File: config.mk
export PLATFORM = sky130hd
export DESIGN_NAME = beacon_angle_validator
export DESIGN_NICKNAME = d
export VERILOG_FILES = /design/src/rtl/bav_pkg.sv /design/src/rtl/bav_divider.sv /design/src/rtl/bav_datapath.sv /design/src/rtl/bav_ctrl.sv /design/src/rtl/beacon_angle_validator.sv
export SDC_FILE = /design/constraint.sdc
export NUM_CORES = 1
export LEC_CHECK = 0
export ABC_AREA = 1
export BUFFER_PORTS_ARGS = -buffer_cell sky130_fd_sc_hd__buf_2
export CORE_MARGIN = 2
export CORE_UTILIZATION = 32
export DETAILED_ROUTE_END_ITERATION = 16
export SETUP_SLACK_MARGIN = 0.05
export SLEW_MARGIN = 20
export SYNTH_ARGS = -nofsm -noshare
export SYNTH_HDL_FRONTEND = slang
export SYNTH_HIERARCHICAL = 1
export SYNTH_SLANG_ARGS = --single-unit
File: constraint.sdc
create_clock -name clk -period 7.4 [get_ports clk]
set_input_delay 1.11 -clock clk [delete_from_list [all_inputs] [get_ports clk]]
set_output_delay 1.11 -clock clk [all_outputs]
set_load 0.005 [all_outputs]
File: src/rtl/bav_pkg.sv
// Shared constants, field offsets and the control/status types of the beacon angle validator.
// Used by every module under rtl; depends on nothing else.
`default_nettype none

package bav_pkg;

	// Sizes of the beacon store and of the validation pass.
	localparam int STORED_BEACONS_DEF = 5;
	localparam int CHECKED_BEACONS    = 4;
	localparam int TRIGGER_BEACON     = 3;
	localparam int CHECK_INTERVAL     = 4;
	localparam int ENOUGH_VALID       = 3;

	// Field widths.
	localparam int BEACON_W = 3;
	localparam int TIMER_W  = 16;
	localparam int ANGLE_W  = 15;
	localparam int COUNT_W  = 3;
	localparam int MASK_W   = 4;

	// The quotient of (elapsed << ANGLE_W) / period takes one step per dividend bit.
	localparam int DIV_STEPS = TIMER_W + ANGLE_W;
	localparam int DIV_CNT_W = $clog2(DIV_STEPS);

	// Configuration port.
	localparam int CFG_W     = 16;
	localparam int CFG_IDX_W = 1;
	localparam logic [CFG_IDX_W-1:0] REG_TIME_TOL  = 1'b0;
	localparam logic [CFG_IDX_W-1:0] REG_ANGLE_TOL = 1'b1;
	localparam logic [CFG_W-1:0] TIME_TOL_RST  = 16'd10;
	localparam logic [CFG_W-1:0] ANGLE_TOL_RST = 16'd3641;

	// Stream words, padded to whole bytes.
	localparam int IN_TDATA_W  = 88;
	localparam int OUT_TDATA_W = 88;
	localparam int OUT_USED_W  = 4 * ANGLE_W + ANGLE_W + 1 + MASK_W + COUNT_W + 1;

	// Input word layout, lowest bit first.
	localparam int IN_BEACON_LSB   = 0;
	localparam int IN_CAPTURE_LSB  = IN_BEACON_LSB + BEACON_W;
	localparam int IN_START_LSB    = IN_CAPTURE_LSB + TIMER_W;
	localparam int IN_TOP_CUR_LSB  = IN_START_LSB + TIMER_W;
	localparam int IN_TOP_PREV_LSB = IN_TOP_CUR_LSB + TIMER_W;
	localparam int IN_TURN_LSB     = IN_TOP_PREV_LSB + TIMER_W;

	// Commands from the controller to the datapath.
	typedef struct packed {
		logic load;    // a word is taken from the input: capture it and start the divider
		logic commit;  // update the beacon store and load the output register
	} bav_cmd_t;

	// Status from the datapath to the controller.
	typedef struct packed {
		logic div_done;  // single-cycle pulse when the quotient is complete
	} bav_status_t;

endpackage

`default_nettype wire

File: src/rtl/bav_divider.sv
// Restoring bit-serial divider: (elapsed << 15) / period, keeping the low 15 quotient bits.
// Depends on bav_pkg for widths and the step count.
`default_nettype none

module bav_divider
	import bav_pkg::*;
(
	input  wire logic               clk,
	input  wire logic               arst_n,
	input  wire logic               start,
	input  wire logic [TIMER_W-1:0] elapsed,
	input  wire logic [TIMER_W-1:0] period,
	output logic                    done,
	output logic [ANGLE_W-1:0]      quotient
);

	logic                 busy_q;
	logic                 done_q;
	logic [DIV_CNT_W-1:0] cnt_q;
	logic [TIMER_W-1:0]   rem_q;
	logic [TIMER_W-1:0]   dvd_q;
	logic [TIMER_W-1:0]   div_q;
	logic [ANGLE_W-1:0]   quo_q;

	logic [TIMER_W:0] trial;
	logic [TIMER_W:0] diff;
	logic             q_bit;

	// The remainder always stays below the divisor, so the trial value fits in 17 bits.
	always_comb begin
		trial = {rem_q, dvd_q[TIMER_W-1]};
		diff  = trial - {1'b0, div_q};
		q_bit = (trial >= {1'b0, div_q});
	end

	always_ff @(posedge clk or negedge arst_n) begin
		if (!arst_n) begin
			busy_q <= 1'b0;
			done_q <= 1'b0;
			cnt_q  <= '0;
		end else begin
			done_q <= 1'b0;
			if (start) begin
				busy_q <= 1'b1;
				cnt_q  <= DIV_CNT_W'(DIV_STEPS - 1);
			end else if (busy_q) begin
				cnt_q <= cnt_q - 1'b1;
				if (cnt_q == '0) begin
					busy_q <= 1'b0;
					done_q <= 1'b1;
				end
			end
		end
	end

	always_ff @(posedge clk) begin
		if (start) begin
			rem_q <= '0;
			dvd_q <= elapsed;
			div_q <= period;
		end else if (busy_q) begin
			rem_q <= q_bit ? diff[TIMER_W-1:0] : trial[TIMER_W-1:0];
			dvd_q <= {dvd_q[TIMER_W-2:0], 1'b0};
			quo_q <= {quo_q[ANGLE_W-2:0], q_bit};
		end
	end

	assign done     = done_q;
	assign quotient = quo_q;

endmodule

`default_nettype wire

File: src/rtl/bav_datapath.sv
// Datapath: input capture, angle divider, per-beacon store, validation and output register.
// Depends on bav_pkg and instantiates bav_divider.
`default_nettype none

module bav_datapath
	import bav_pkg::*;
#(
	parameter int STORED_BEACONS = STORED_BEACONS_DEF
)(
	input  wire logic                   clk,
	input  wire logic                   arst_n,
	input  wire logic [IN_TDATA_W-1:0]  s_tdata,
	input  wire logic                   cfg_we,
	input  wire logic [CFG_IDX_W-1:0]   cfg_index,
	input  wire logic [CFG_W-1:0]       cfg_data,
	input  wire bav_cmd_t               cmd,
	output bav_status_t                 status,
	output logic [OUT_TDATA_W-1:0]      m_tdata
);

	localparam int SB_W = BEACON_W + 1;

	logic [CFG_W-1:0] time_tol_q;
	logic [CFG_W-1:0] angle_tol_q;

	logic [BEACON_W-1:0] beacon_q;
	logic [TIMER_W-1:0]  turn_q;
	logic                zero_period_q;

	logic [ANGLE_W-1:0] latest_q  [STORED_BEACONS];
	logic [ANGLE_W-1:0] earlier_q [STORED_BEACONS];
	logic [TIMER_W-1:0] stamp_q   [STORED_BEACONS];
	logic [MASK_W-1:0]  valid_q;
	logic [COUNT_W-1:0] dets_q;
	logic [OUT_TDATA_W-1:0] out_q;

	logic [ANGLE_W-1:0] latest_nx  [STORED_BEACONS];
	logic [ANGLE_W-1:0] earlier_nx [STORED_BEACONS];
	logic [TIMER_W-1:0] stamp_nx   [STORED_BEACONS];

	logic [TIMER_W-1:0] elapsed;
	logic [TIMER_W-1:0] period;
	logic [ANGLE_W-1:0] quotient;
	logic [ANGLE_W-1:0] angle;
	logic               div_done;
	logic               stored;
	logic               check;
	logic [COUNT_W-1:0] dets_nx;
	logic [MASK_W-1:0]  pass;
	logic [MASK_W-1:0]  valid_nx;
	logic [COUNT_W-1:0] valid_cnt;
	logic [ANGLE_W-1:0] lane_angle [CHECKED_BEACONS];

	// Both differences wrap at 16 bits.
	assign elapsed = s_tdata[IN_START_LSB-1:IN_CAPTURE_LSB] - s_tdata[IN_TOP_CUR_LSB-1:IN_START_LSB];
	assign period  = s_tdata[IN_TOP_PREV_LSB-1:IN_TOP_CUR_LSB] -
		s_tdata[IN_TURN_LSB-1:IN_TOP_PREV_LSB];

	bav_divider u_divider (
		.clk      (clk),
		.arst_n   (arst_n),
		.start    (cmd.load),
		.elapsed  (elapsed),
		.period   (period),
		.done     (div_done),
		.quotient (quotient)
	);

	assign status.div_done = div_done;

	always_ff @(posedge clk or negedge arst_n) begin
		if (!arst_n) begin
			time_tol_q  <= TIME_TOL_RST;
			angle_tol_q <= ANGLE_TOL_RST;
		end else if (cfg_we) begin
			unique case (cfg_index)
				REG_TIME_TOL:  time_tol_q  <= cfg_data;
				REG_ANGLE_TOL: angle_tol_q <= cfg_data;
			endcase
		end
	end

	always_ff @(posedge clk) begin
		if (cmd.load) begin
			beacon_q      <= s_tdata[IN_CAPTURE_LSB-1:IN_BEACON_LSB];
			turn_q        <= s_tdata[IN_TURN_LSB+TIMER_W-1:IN_TURN_LSB];
			zero_period_q <= (period == '0);
		end
	end

	// A zero period gives angle zero instead of the divider's all-ones quotient.
	assign angle  = zero_period_q ? '0 : quotient;
	assign stored = {1'b0, beacon_q} < SB_W'(STORED_BEACONS);

	always_comb begin
		for (int e = 0; e < STORED_BEACONS; e++) begin
			if (stored && beacon_q == BEACON_W'(e)) begin
				latest_nx[e]  = angle;
				earlier_nx[e] = latest_q[e];
				stamp_nx[e]   = turn_q;
			end else begin
				latest_nx[e]  = latest_q[e];
				earlier_nx[e] = earlier_q[e];
				stamp_nx[e]   = stamp_q[e];
			end
		end
	end

	assign dets_nx = dets_q + 1'b1;
	assign check   = (stored && beacon_q == BEACON_W'(TRIGGER_BEACON)) ||
		(dets_nx > COUNT_W'(CHECK_INTERVAL));

	// One lane per checked beacon; a beacon outside the store always fails.
	for (genvar i = 0; i < CHECKED_BEACONS; i++) begin : g_lane
		if (i < STORED_BEACONS) begin : g_stored
			logic [TIMER_W-1:0] age;
			logic [ANGLE_W-1:0] delta;
			assign age   = turn_q - stamp_nx[i];
			assign delta = (latest_nx[i] >= earlier_nx[i]) ? latest_nx[i] - earlier_nx[i]
				: earlier_nx[i] - latest_nx[i];
			assign pass[i] = (age < time_tol_q) && ({1'b0, delta} < angle_tol_q);
			assign lane_angle[i] = latest_nx[i];
		end else begin : g_absent
			assign pass[i]       = 1'b0;
			assign lane_angle[i] = '0;
		end
	end

	assign valid_nx  = check ? pass : valid_q;
	assign valid_cnt = COUNT_W'(valid_nx[0]) + COUNT_W'(valid_nx[1]) +
		COUNT_W'(valid_nx[2]) + COUNT_W'(valid_nx[3]);

	always_ff @(posedge clk or negedge arst_n) begin
		if (!arst_n) begin
			for (int e = 0; e < STORED_BEACONS; e++) begin
				latest_q[e]  <= '0;
				earlier_q[e] <= '0;
				stamp_q[e]   <= '0;
			end
			valid_q <= '0;
			dets_q  <= '0;
		end else if (cmd.commit) begin
			for (int e = 0; e < STORED_BEACONS; e++) begin
				latest_q[e]  <= latest_nx[e];
				earlier_q[e] <= earlier_nx[e];
				stamp_q[e]   <= stamp_nx[e];
			end
			valid_q <= valid_nx;
			dets_q  <= check ? '0 : dets_nx;
		end
	end

	always_ff @(posedge clk) begin
		if (cmd.commit) begin
			out_q <= {(OUT_TDATA_W - OUT_USED_W)'(0), lane_angle[3], lane_angle[2],
				lane_angle[1], lane_angle[0], (valid_cnt >= COUNT_W'(ENOUGH_VALID)),
				valid_cnt, valid_nx, check, angle};
		end
	end

	assign m_tdata = out_q;

endmodule

`default_nettype wire

File: src/rtl/bav_ctrl.sv
// Controller: sequences capture, division and commit, and owns the output valid flag.
// Depends on bav_pkg for the command and status types.
`default_nettype none

module bav_ctrl
	import bav_pkg::*;
(
	input  wire logic  clk,
	input  wire logic  arst_n,
	input  wire logic  s_tvalid,
	output logic       s_tready,
	output logic       m_tvalid,
	input  wire logic  m_tready,
	output bav_cmd_t   cmd,
	input  wire bav_status_t status
);

	typedef enum logic [1:0] {
		ST_IDLE,
		ST_DIVIDE,
		ST_COMMIT
	} state_t;

	state_t state_q;
	logic   m_tvalid_q;

	// The result is committed once the output register is free or is being emptied.
	always_comb begin
		s_tready   = (state_q == ST_IDLE);
		cmd.load   = s_tready && s_tvalid;
		cmd.commit = (state_q == ST_COMMIT) && (!m_tvalid_q || m_tready);
	end

	always_ff @(posedge clk or negedge arst_n) begin
		if (!arst_n) begin
			state_q    <= ST_IDLE;
			m_tvalid_q <= 1'b0;
		end else begin
			if (cmd.commit) begin
				m_tvalid_q <= 1'b1;
			end else if (m_tready) begin
				m_tvalid_q <= 1'b0;
			end
			unique case (state_q)
				ST_IDLE: begin
					if (cmd.load) state_q <= ST_DIVIDE;
				end
				ST_DIVIDE: begin
					if (status.div_done) state_q <= ST_COMMIT;
				end
				ST_COMMIT: begin
					if (cmd.commit) state_q <= ST_IDLE;
				end
				default: state_q <= ST_IDLE;
			endcase
		end
	end

	assign m_tvalid = m_tvalid_q;

endmodule

`default_nettype wire

File: src/rtl/beacon_angle_validator.sv
// Beacon angle validator: one result word per detection word. From acceptance to the result
// come 31 bit-serial divider steps, the controller seeing the divider finish, and the commit.
// The next word is taken in the cycle after the commit, so a new word waits until the last one
// is committed; a result still waiting in the output register delays the next commit.
// arst_n clears the beacon store, the status mask and the detection counter, and restores the
// tolerance registers to 10 turns and 3641/32768 of a turn.
`default_nettype none

module beacon_angle_validator
	import bav_pkg::*;
#(
	parameter int STORED_BEACONS = STORED_BEACONS_DEF
)(
	input  wire logic                  clk,
	input  wire logic                  arst_n,
	// Detection words.
	input  wire logic                  s_tvalid,
	output logic                       s_tready,
	// From bit 0: beacon(3), capture_time(16), turn_start(16), top_current(16),
	// top_previous(16), turn_count(16), zero padding.
	input  wire logic [IN_TDATA_W-1:0] s_tdata,
	// Result words.
	output logic                       m_tvalid,
	input  wire logic                  m_tready,
	// From bit 0: angle(15), validated(1), status_mask(4), valid_count(3), enough_valid(1),
	// angle_zero(15), angle_one(15), angle_two(15), angle_three(15), zero padding.
	output logic [OUT_TDATA_W-1:0]     m_tdata,
	// Register writes: index 0 is time_tolerance, index 1 is angle_tolerance.
	input  wire logic                  cfg_we,
	input  wire logic [CFG_IDX_W-1:0]  cfg_index,
	input  wire logic [CFG_W-1:0]      cfg_data
);

	// The controller only steps the sequence; all arithmetic and storage sits in the datapath.
	bav_cmd_t    cmd;
	bav_status_t status;

	bav_ctrl u_ctrl (
		.clk      (clk),
		.arst_n   (arst_n),
		.s_tvalid (s_tvalid),
		.s_tready (s_tready),
		.m_tvalid (m_tvalid),
		.m_tready (m_tready),
		.cmd      (cmd),
		.status   (status)
	);

	// The datapath keeps the latest and earlier angle and a turn stamp for every stored
	// beacon, and runs the validation of beacons 0 to 3 in the commit cycle.
	bav_datapath #(
		.STORED_BEACONS (STORED_BEACONS)
	) u_datapath (
		.clk       (clk),
		.arst_n    (arst_n),
		.s_tdata   (s_tdata),
		.cfg_we    (cfg_we),
		.cfg_index (cfg_index),
		.cfg_data  (cfg_data),
		.cmd       (cmd),
		.status    (status),
		.m_tdata   (m_tdata)
	);

endmodule

`default_nettype wire
* Word level (Yosys, flattened, before mapping)
Cells that the tools add are included.
** Word-level totals
- Register bits :: 400
- Latch bits :: 0
- RAM bits :: 0
- Bits in read-only memories :: 0
- Memories :: 0
** Operators by class
- Add/subtract/negate cells :: 20
- Multiply operators :: 0
- Div/mod/pow operators :: 0
- Order comparisons :: 16
- Equality and inequality tests :: 8
- Shift operators :: 0
- Multiplexer cells :: 36
- Bitwise logic cells :: 2
- Reductions and logical operators :: 23
** Operators with widths (count)
- two-way mux 15 bit :: 13
- subtractor 15 bit :: 8
- two-way mux 16 bit :: 7
- subtractor 16 bit :: 7
- < comparator 15 x 16 -> 1 bit :: 4
- < comparator 16 bit :: 4
- >= comparator 15 bit :: 4
- >= comparator 17 x 16 -> 1 bit :: 1
- logical NOT 16 bit :: 1
- logical AND 1 bit :: 10
- two-way mux 5 bit :: 2
- two-way mux 1 bit :: 8
- adder 3 x 1 -> 3 bit :: 2
- == test 3 x 2 -> 1 bit (second input constant) :: 2
- two-way mux 2 bit :: 3
- one-hot mux 2 bit (3 select lines) :: 1
- AND reduction 2 bit :: 3
- logical NOT 5 bit :: 1
- subtractor 5 x 1 -> 5 bit (second input constant) :: 1
- two-way mux 4 bit :: 1
- != test 2 x 1 -> 1 bit (second input constant) :: 2
- nonzero test 2 bit :: 2
- adder 3 x 1 -> 3 bit (second input constant) :: 1
- == test 3 x 1 -> 1 bit (second input constant) :: 1
- other kinds (14) :: 16

* Depth between registers and ports, before layout
Gate-level depths: netlist of the first run.
- Depth in word-level cells :: 12
- Depth in mapped cells :: 34
- Mapped depth without buffers :: 31

* Cells and area by module
Netlist of the first run, hierarchy kept.
** By module, submodules not included
- bav_datapath :: times used 1, cells each 3711, area each 27251.1 um^2, seq. area each 8714.6 um^2
- bav_divider :: times used 1, cells each 470, area each 3822.4 um^2, seq. area each 1906.8 um^2
- bav_ctrl :: times used 1, cells each 19, area each 148.9 um^2, seq. area each 75.1 um^2

* Least setup slack after synthesis of the first run
OpenSTA, ideal clock, no wires.
- Path type :: input to register
- From :: input port m_tready
- To :: register u_datapath/earlier_q[48] in the netlist's numbering
- Library setup time :: 0.131 ns
- Data arrival time :: 6.293 ns
- Required time :: 7.269 ns
- Slack :: 0.976 ns
- Cell stages on the path :: 10
- Cell sequence :: nor2_1 -> nor2_1 -> buf_2 -> inv_2 -> nor2_2 -> inv_2 -> clkbuf_1 -> clkbuf_1 -> nand2_1 -> o21ai_0
** RTL lines
- from (decl) :: RTL line beacon_angle_validator.sv:24 : input wire logic m_tready,
- to (signal, indexed assignment) :: RTL line bav_datapath.sv:145 : earlier_q[e] <= earlier_nx[e];
- to (decl) :: RTL line bav_datapath.sv:31 : logic [ANGLE_W-1:0] earlier_q [STORED_BEACONS];

==> key figures, run 1 <==
Place
  – DP HPWL: between 70 and 80 mm
  – Routability cong.: about 0.95
  – Port Buffers: between 150 and 200

Setup path
  – Crit. Startpoint: u_datapath/beacon_q[2]$_DFFE_PP_
  – Slowest stage delay, CP: roughly 0.69 ns
  – Delay-heaviest family, CP: compound AO/OA/AOI/OAI gates
  – R2r worst-path depth: 26
  – Crit path buf inv count: 2
  – FF-to-FF setup slack: approximately 0.95 ns
  – Most common cell on crit path: nand2_1
  – Crit path capture: u_datapath/m_tdata[23]$_DFFE_PP_
  – Crit Path Category: flip-flop to flip-flop
  – Stages on the worst setup path: 26
  – Worst path required time: about 7.8 ns
  – Worst Path Max Fanout: 29
  – Worst Setup Start Kind: flip-flop
  – CP max stage cell: inv_1
  – CP arrival: just under 7 ns
  – Reg-to-reg endpoint: u_datapath/m_tdata[23]$_DFFE_PP_
  – Critical R2R Launch: u_datapath/beacon_q[2]$_DFFE_PP_
  – Endpoint type of the worst setup path: flip-flop

STA
  – Period utilisation layout: 0.871
  – Worst clock skew: roughly 0.032 ns
  – RSZ-0062 raised after global routing: false
  – Final setup vio count: 0
  – Worst slew margin relative to its limit: 0.214
  – Setup TNS: 0 ns
  – Slew @ Worst Pin: approximately 1.2 ns
  – Clock period minus worst slack: between 6 and 7 ns
  – Final hold vios: 0
  – Slew Viols, Final: 0
  – Max Freq: 0.155 GHz

Global routing
  – Met1 Resource Use GR: 0.249
  – Grt met3 use: 0.0238
  – GRT Residual Overflow: 0
  – GR Util met2: 0.312
  – Global-route wire length before repair: about 150 mm
  – GRT Util Overall: 0.185
  – Initial antenna violation count: 2
  – Largest net degree at the start of global routing: roughly 170
  – Vias in the first global route: 26.1k
  – Busiest metal layer after global routing: met2

Drt
  – Via count of the routed design: ~28k
  – # DRC: 0
  – Post-route ant nets: 0
  – Vias/cell: ~4.8
  – Final wirelength: roughly 94 mm
  – Routed WL per cell: 16.5 um
  – Iteration count of the initial detailed-routing pass: 5
  – First DRT Iteration DRCs: slightly below 2k

Clock network
  – Clock sink total: 400
  – Num CTS Buffers: between 40 and 50
  – Post-cts sizing count: 0
  – Hold buffer count at cts: 0
  – H-tree Lvls: 2
  – Max Root-Sink Buffers: 3
  – Root Buffer: clkbuf_16
  – CTS tree: done
  – Setup repair bufs after CTS: 0
  – Clk_lat worst skew: 0.62 ns
  – Clock transition at path regs: roughly 0.06 ns

Synthesis
  – Post-synth EDFFs: 151
  – Syn Inst Count: 4200
  – Synthesis warning total: 6
  – Avg Synthesized Cell Area: approximately 7.4 um^2
  – Post-synthesis register bit count: 400
  – Yosys top cell area share: 0.180
  – Sequential fraction of the synthesis area: 0.343
  – Synth area leader: dfrtp_1
  – Async S/R FF share, synth: 0.583
  – Cell variety after synth: slightly below 60
  – Synth Flop Type: dfrtp_1
  – Synth top area cells: dfrtp_1 (18%), edfxtp_1 (15%), ha_1 (14%)
  – Synthesized area: around 31000 um^2

Finish
  – Multi-input combinational cell area: ~18000 um^2
  – Seq. cell area: about 11000 um^2
  – Layout cells sized above 1: 0.0960
  – Fill cells: ~10k
  – Syn-to-layout area delta: 12.8%
  – Layout Nets: 4834
  – Final core utilization: 0.364

Floorplanning
  – I/O Pins: 200
  – Core area: just under 100000 um^2
  – Die Footprint: ~100000 um^2
  – Die height: roughly 320 um
  – Site row count: 114
  – Die W: about 320 um
  – Initial Utilization: 0.323

Worst hold path
  – Hold Path Class: primary input to async pin

Power and ir drop
  – Leak Pwr: ~0.018 uW
  – IR drop worst, VDD: about 0.21 mV
  – Combinational Power Share: 0.476
  – Clock Power Share: 0.243
  – Internal: between 5000 and 6000 uW
  – Total power: about 10000 uW
  – Net Sw Frac: 0.426
  – PwrDens: 286 nW/um^2
  – Net Switching: about 4300 uW
  – Reg power frac: 0.281

Run
  – Max Cap Viol: 0

Run status
  – Status: finished clean
## cell usage in the layout, fill, tap and decap left out, types with 46 or more instances in the layout
cell type / n
o21ai_0: 506
a21oi_1: 234
clkbuf_16: 50
or2_2: 46
nand3_1: 157
xor2_1: 118
nand2_1: 1114
ha_1: 342
nor2_1: 191
inv_1: 636
edfxtp_1: 151
dfrtp_1: 224
buf_2: 189
## state kept, by name, summed over array words and instances (netlist names), 2 cells and up
name and cells:
u_datapath/u_divider/dvd_q 16, u_datapath/u_divider/div_q 16, u_datapath/u_divider/quotient 15, u_datapath/u_divider/rem_q 16, u_datapath/m_tdata 84, u_datapath/time_tol_q 16
u_datapath/latest_q 60, u_datapath/earlier_q 60, u_datapath/valid_q 4, u_ctrl/state_q 2, u_datapath/dets_q 3, u_datapath/u_divider/cnt_q 5
u_datapath/beacon_q 3, u_datapath/turn_q 16, u_datapath/angle_tol_q 16, u_datapath/stamp_q 64
## logic make-up after synthesis
family | Yosys count | synth area share
and+or+nand+nor | 1638 | 0.219
xor gates and xnor gates | 156 | 0.0438
AOI/OAI and AO/OA | 873 | 0.149
buffers and inverters | 773 | 0.0971
adders and majority gates | 358 | 0.147
DFF | 400 | 0.343
other | 1 | 0.000120
muxes | 1 | 0.000321
## synth_stat cells (9+ instances only)
cell and count:
xnor2_1 38, clkbuf_1 76, nand2_2 15, nand4_1 38, dfxtp_1 16, xor2_1 118, buf_2 19, buf_6 9
o21bai_1 19, nor2_1 197, a21oi_1 234, ha_1 342, a31oi_1 19, inv_1 641, fa_1 16, a21boi_0 9
edfxtp_1 151, o21ai_1 12, dfrtp_1 224, o21a_1 17, or2_2 46, dfstp_2 9, nand3b_1 11, nand3_1 157
a211oi_1 9, nand2_1 1114, a21o_1 21, o21ai_0 506, inv_2 9, o211ai_1 12, nor3_1 32
## through the flow
step	worst slack, ns	std cells	hold slack [ns]	area, um^2
detailed placement	0.944	5591	0.432	33600
finish	0.955	5686	0.444	35200
CTS	0.936	5683	0.444	35200
floorplan	0.976	4203	0.426	31200
global route	0.376	5683	0.441	35200
global placement	1.04	5591	0.429	33600
## layer usage
layer | share of wire | vias up | routed length, um
li1 | - | 14000 | -
met1 | 0.45 | 12800 | 42700
met2 | 0.46 | 699 | 43400
met3 | 0.055 | 106 | 5180
met4 | 0.027 | 0 | 2510
met5 | 0 | - | 0
## area by class of cell
type                       instances  area share
antenna                            3    0.000213
clock buffer                      72      0.0396
clock inverter                    20     0.00689
inverter                         652      0.0696
multi-input combinational       3030       0.498
sequential                       400       0.304
tap                             1276      0.0453
timing repair buffer             233      0.0368
## power groups by stage
stage / sequential, uW / clock, uW / combinational [uW]
floorplan: 2810 / 0 / 3460
global placement: 2870 / 0 / 4700
detailed placement: 2870 / 0 / 4760
CTS: 2830 / 2530 / 4790
global route: 2870 / 2620 / 5450
finish: 2840 / 2450 / 4800
## worst min path at each step
stage / to / slack, ns
floorplan: u_datapath/u_divider/quotient[10]$_DFFE_PP_ / 0.43
global placement: u_datapath/u_divider/quotient[10]$_DFFE_PP_ / 0.43
detailed placement: u_datapath/u_divider/quotient[11]$_DFFE_PP_ / 0.43
CTS: u_datapath/u_divider/quotient[11]$_DFFE_PP_ / 0.44
global route: u_datapath/u_divider/quotient[11]$_DFFE_PP_ / 0.44
finish: u_datapath/earlier_q[25]$_DFFE_PN0P_ / 0.44
No activity file was read; power rests on OpenSTA's default activity.
==> inputs of run 2 (changes only) <==
Settings changed: CORE_UTILIZATION 32 to 35.
==> run 2 against run 1 <==
Sequential share of layout area about the same. Die area shrank 8.5%. Setup slack better by 0.091 ns. First-iteration DRC count increased by 0.75%. Routed wire length down 1.7%. Final cell count fell by 1.9%. Combinational power is 0.8% lower. Final area barely moved. Clock skew shrank 0.016 ns. Count of clock-buffer cells in the layout fell by 7. Critical path depth did not move.
==> key figures, run 2 (synthesis results as in run 1) <==
Run status
  – Status: finished clean

Global routing
  – GRT Util Overall: 0.200 (+0.0151)
  – Largest net degree at the start of global routing: 75 (-55%)
  – Vias in the first global route: 25.8k (-1.3%)
  – Initial antenna violation count: 5 (+3)
  – Global-route wire length before repair: 143 mm (-1.4%)
  – GRT Residual Overflow: 0 (unchanged)

Finish
  – Commonest non-fill, non-tap cell in the layout: nand2_1
  – Layout Nets: 4837 (+0.062%)
  – Layout cells sized above 1: 0.0977 (+0.00173)
  – Number of flip-flops under the largest register name: 84 (unchanged)
  – Fill cells: 9286 (-9.9%)
  – Syn-to-layout area delta: 12.7% (about the same)
  – Commonest cells after routing, fill and taps aside: nand2_1 (1114), inv_1 (639), o21ai_0 (506)

Setup path
  – CP arrival: 6.73 ns (-0.08 ns)
  – Worst Path Max Fanout: 29 (unchanged)
  – Crit Path Category: flip-flop to flip-flop
  – Worst Setup Start Kind: flip-flop
  – Endpoint type of the worst setup path: flip-flop
  – Worst path required time: 7.78 ns (+0.02 ns)

Drt
  – Post-route ant nets: 0 (unchanged)
  – Via count of the routed design: 27.4k (-0.42%)
  – Iteration count of the initial detailed-routing pass: 5 (unchanged)
  – # DRC: 0 (unchanged)
  – First DRT Iteration DRCs: 2003 (+0.75%)
  – Vias/cell: 4.92 (+1.5%)
  – Routed WL per cell: 16.5 um (+0.23%)
  – Final wirelength: 92.2 mm (-1.7%)

STA
  – Setup TNS: 0 ns (unchanged)
  – Worst slew margin relative to its limit: 0.297 (+0.0828)
  – Period utilisation layout: 0.859 (-0.0123)
  – Slew @ Worst Pin: 1.04 ns (-0.135 ns)
  – RSZ-0062 raised after global routing: false
  – Max Freq: 0.157 GHz (+1.4%)
  – Clock period minus worst slack: 6.35 ns (-0.0908 ns)
  – Worst clock skew: 0.0165 ns (-0.0157 ns)
  – Slew Viols, Final: 0 (unchanged)
  – Final setup vio count: 0 (unchanged)
  – Final hold vios: 0 (unchanged)

Floorplanning
  – Die Footprint: 91600 um^2 (-8.5%)
  – I/O Pins: 200 (unchanged)
  – Site row count: 109 (-4.4%)
  – Die W: 303 um (-4.3%)
  – Initial Utilization: 0.353 (+0.0304)
  – Core area: 88400 um^2 (-8.6%)
  – Die height: 303 um (-4.3%)

Clock network
  – Num CTS Buffers: 51 (+4.1%)
  – Hold buffer count at cts: 0 (unchanged)
  – CTS tree: done
  – Post-cts sizing count: 0 (unchanged)
  – Max Root-Sink Buffers: 3 (unchanged)
  – Root Buffer: clkbuf_16
  – Clk_lat worst skew: 0.63 ns (about the same)
  – Setup repair bufs after CTS: 0 (unchanged)
  – Clock sink total: 400 (unchanged)
  – Clock transition at path regs: 0.06 ns (about the same)
  – H-tree Lvls: 2 (unchanged)

Place
  – Port Buffers: 190 (unchanged)
  – DP HPWL: 71.5 mm (-1.6%)
  – Routability cong.: 0.941 (-0.50%)

Run
  – Max Cap Viol: 0 (unchanged)

Power and ir drop
  – Total power: 10200 uW (+1.4%)
  – Leak Pwr: 0.0179 uW (+0.50%)
  – IR drop worst, VDD: 0.159 mV (-24%)
  – PwrDens: 291 nW/um^2 (+1.5%)

Worst hold path
  – Hold Path Class: primary input to async pin
[run 2: worst paths after layout]
| kind | from | to | slack [ns] | depth (start not counted) |
|---|---|---|---|---|
| max | u_datapath/beacon_q[2]$_DFFE_PP_ | u_datapath/m_tdata[23]$_DFFE_PP_ | 1.05 | 26 |
| min | arst_n | u_datapath/earlier_q[27]$_DFFE_PN0P_ | 0.45 | 1 |
| max in group asynchronous | arst_n | u_datapath/u_divider/cnt_q[2]$_DFFE_PN0P_ | 5.65 | 2 |
| max reg2reg | u_datapath/beacon_q[2]$_DFFE_PP_ | u_datapath/m_tdata[23]$_DFFE_PP_ | 1.05 | 26 |
| min in group clk | u_datapath/u_divider/quotient[7]$_DFFE_PP_ | u_datapath/u_divider/quotient[8]$_DFFE_PP_ | 0.45 | 0 |
| min reg2reg | u_datapath/u_divider/quotient[7]$_DFFE_PP_ | u_datapath/u_divider/quotient[8]$_DFFE_PP_ | 0.45 | 0 |
[run 2: stage by stage]
step	util	instances	hold WS, ns	setup slack [ns]	instance area [um^2]
final	0.398	5578	0.446	1.05	35200
after global routing	0.398	5576	0.455	0.551	35200
after CTS	0.398	5576	0.450	1.04	35200
after detailed placement	0.378	5481	0.438	1.04	33400
after global placement	0.378	5481	0.429	1.02	33400
after floorplan	-	4203	0.426	0.976	31200
[run 2: cell type report]
class	instances	area [um^2]	share of cell area
Multi-Input combinational cell	3030	17500	0.498
Antenna cell	2	5.00	0.000142
Timing Repair Buffer	234	1290	0.0367
Clock buffer	65	1410	0.0401
Inverter	652	2450	0.0696
Clock inverter	30	365	0.0104
Tap cell	1165	1460	0.0414
Sequential cell	400	10700	0.304
[run 2: report_power, final]
| group | leakage, uW | internal, uW | switching (uW) | total [uW] |
|---|---|---|---|---|
| sequential | 0.00428 | 2670 | 172 | 2840 |
| clock | 0.000869 | 1570 | 1060 | 2640 |
| combinational | 0.0127 | 1670 | 3090 | 4760 |
[run 2: metal layers]
metal / wire length (um) / share of wire / vias to the layer above / global-route usage
met5: 19 / 0.00021 / - / 0
met3: 4890 / 0.053 / 132 / 0.0291
li1: - / - / 14000 / -
met1: 41000 / 0.45 / 12700 / 0.264
met2: 43400 / 0.47 / 633 / 0.340
met4: 2810 / 0.031 / 4 / 0.0609
[run 2: worst max-delay path: stages (launching register included)]
cell and delay [ns]:
edfxtp_1 0.46, nor2_4 0.20, nand2_1 0.17, inv_1 0.80, o21ai_0 0.43, ha_1 0.37, fa_1 0.43, o21a_1 0.26
o21ai_0 0.29, nand2_1 0.08, nand2_1 0.08, xor2_1 0.15, nand2_1 0.07, nand2_1 0.10, inv_1 0.05, ha_1 0.26
nand2_1 0.05, inv_1 0.10, nand3_1 0.09, o21ai_0 0.20, nor2_1 0.06, nand4_1 0.12, nand2_1 0.14, fa_1 0.48
ha_1 0.21, ha_1 0.29, a21o_1 0.18
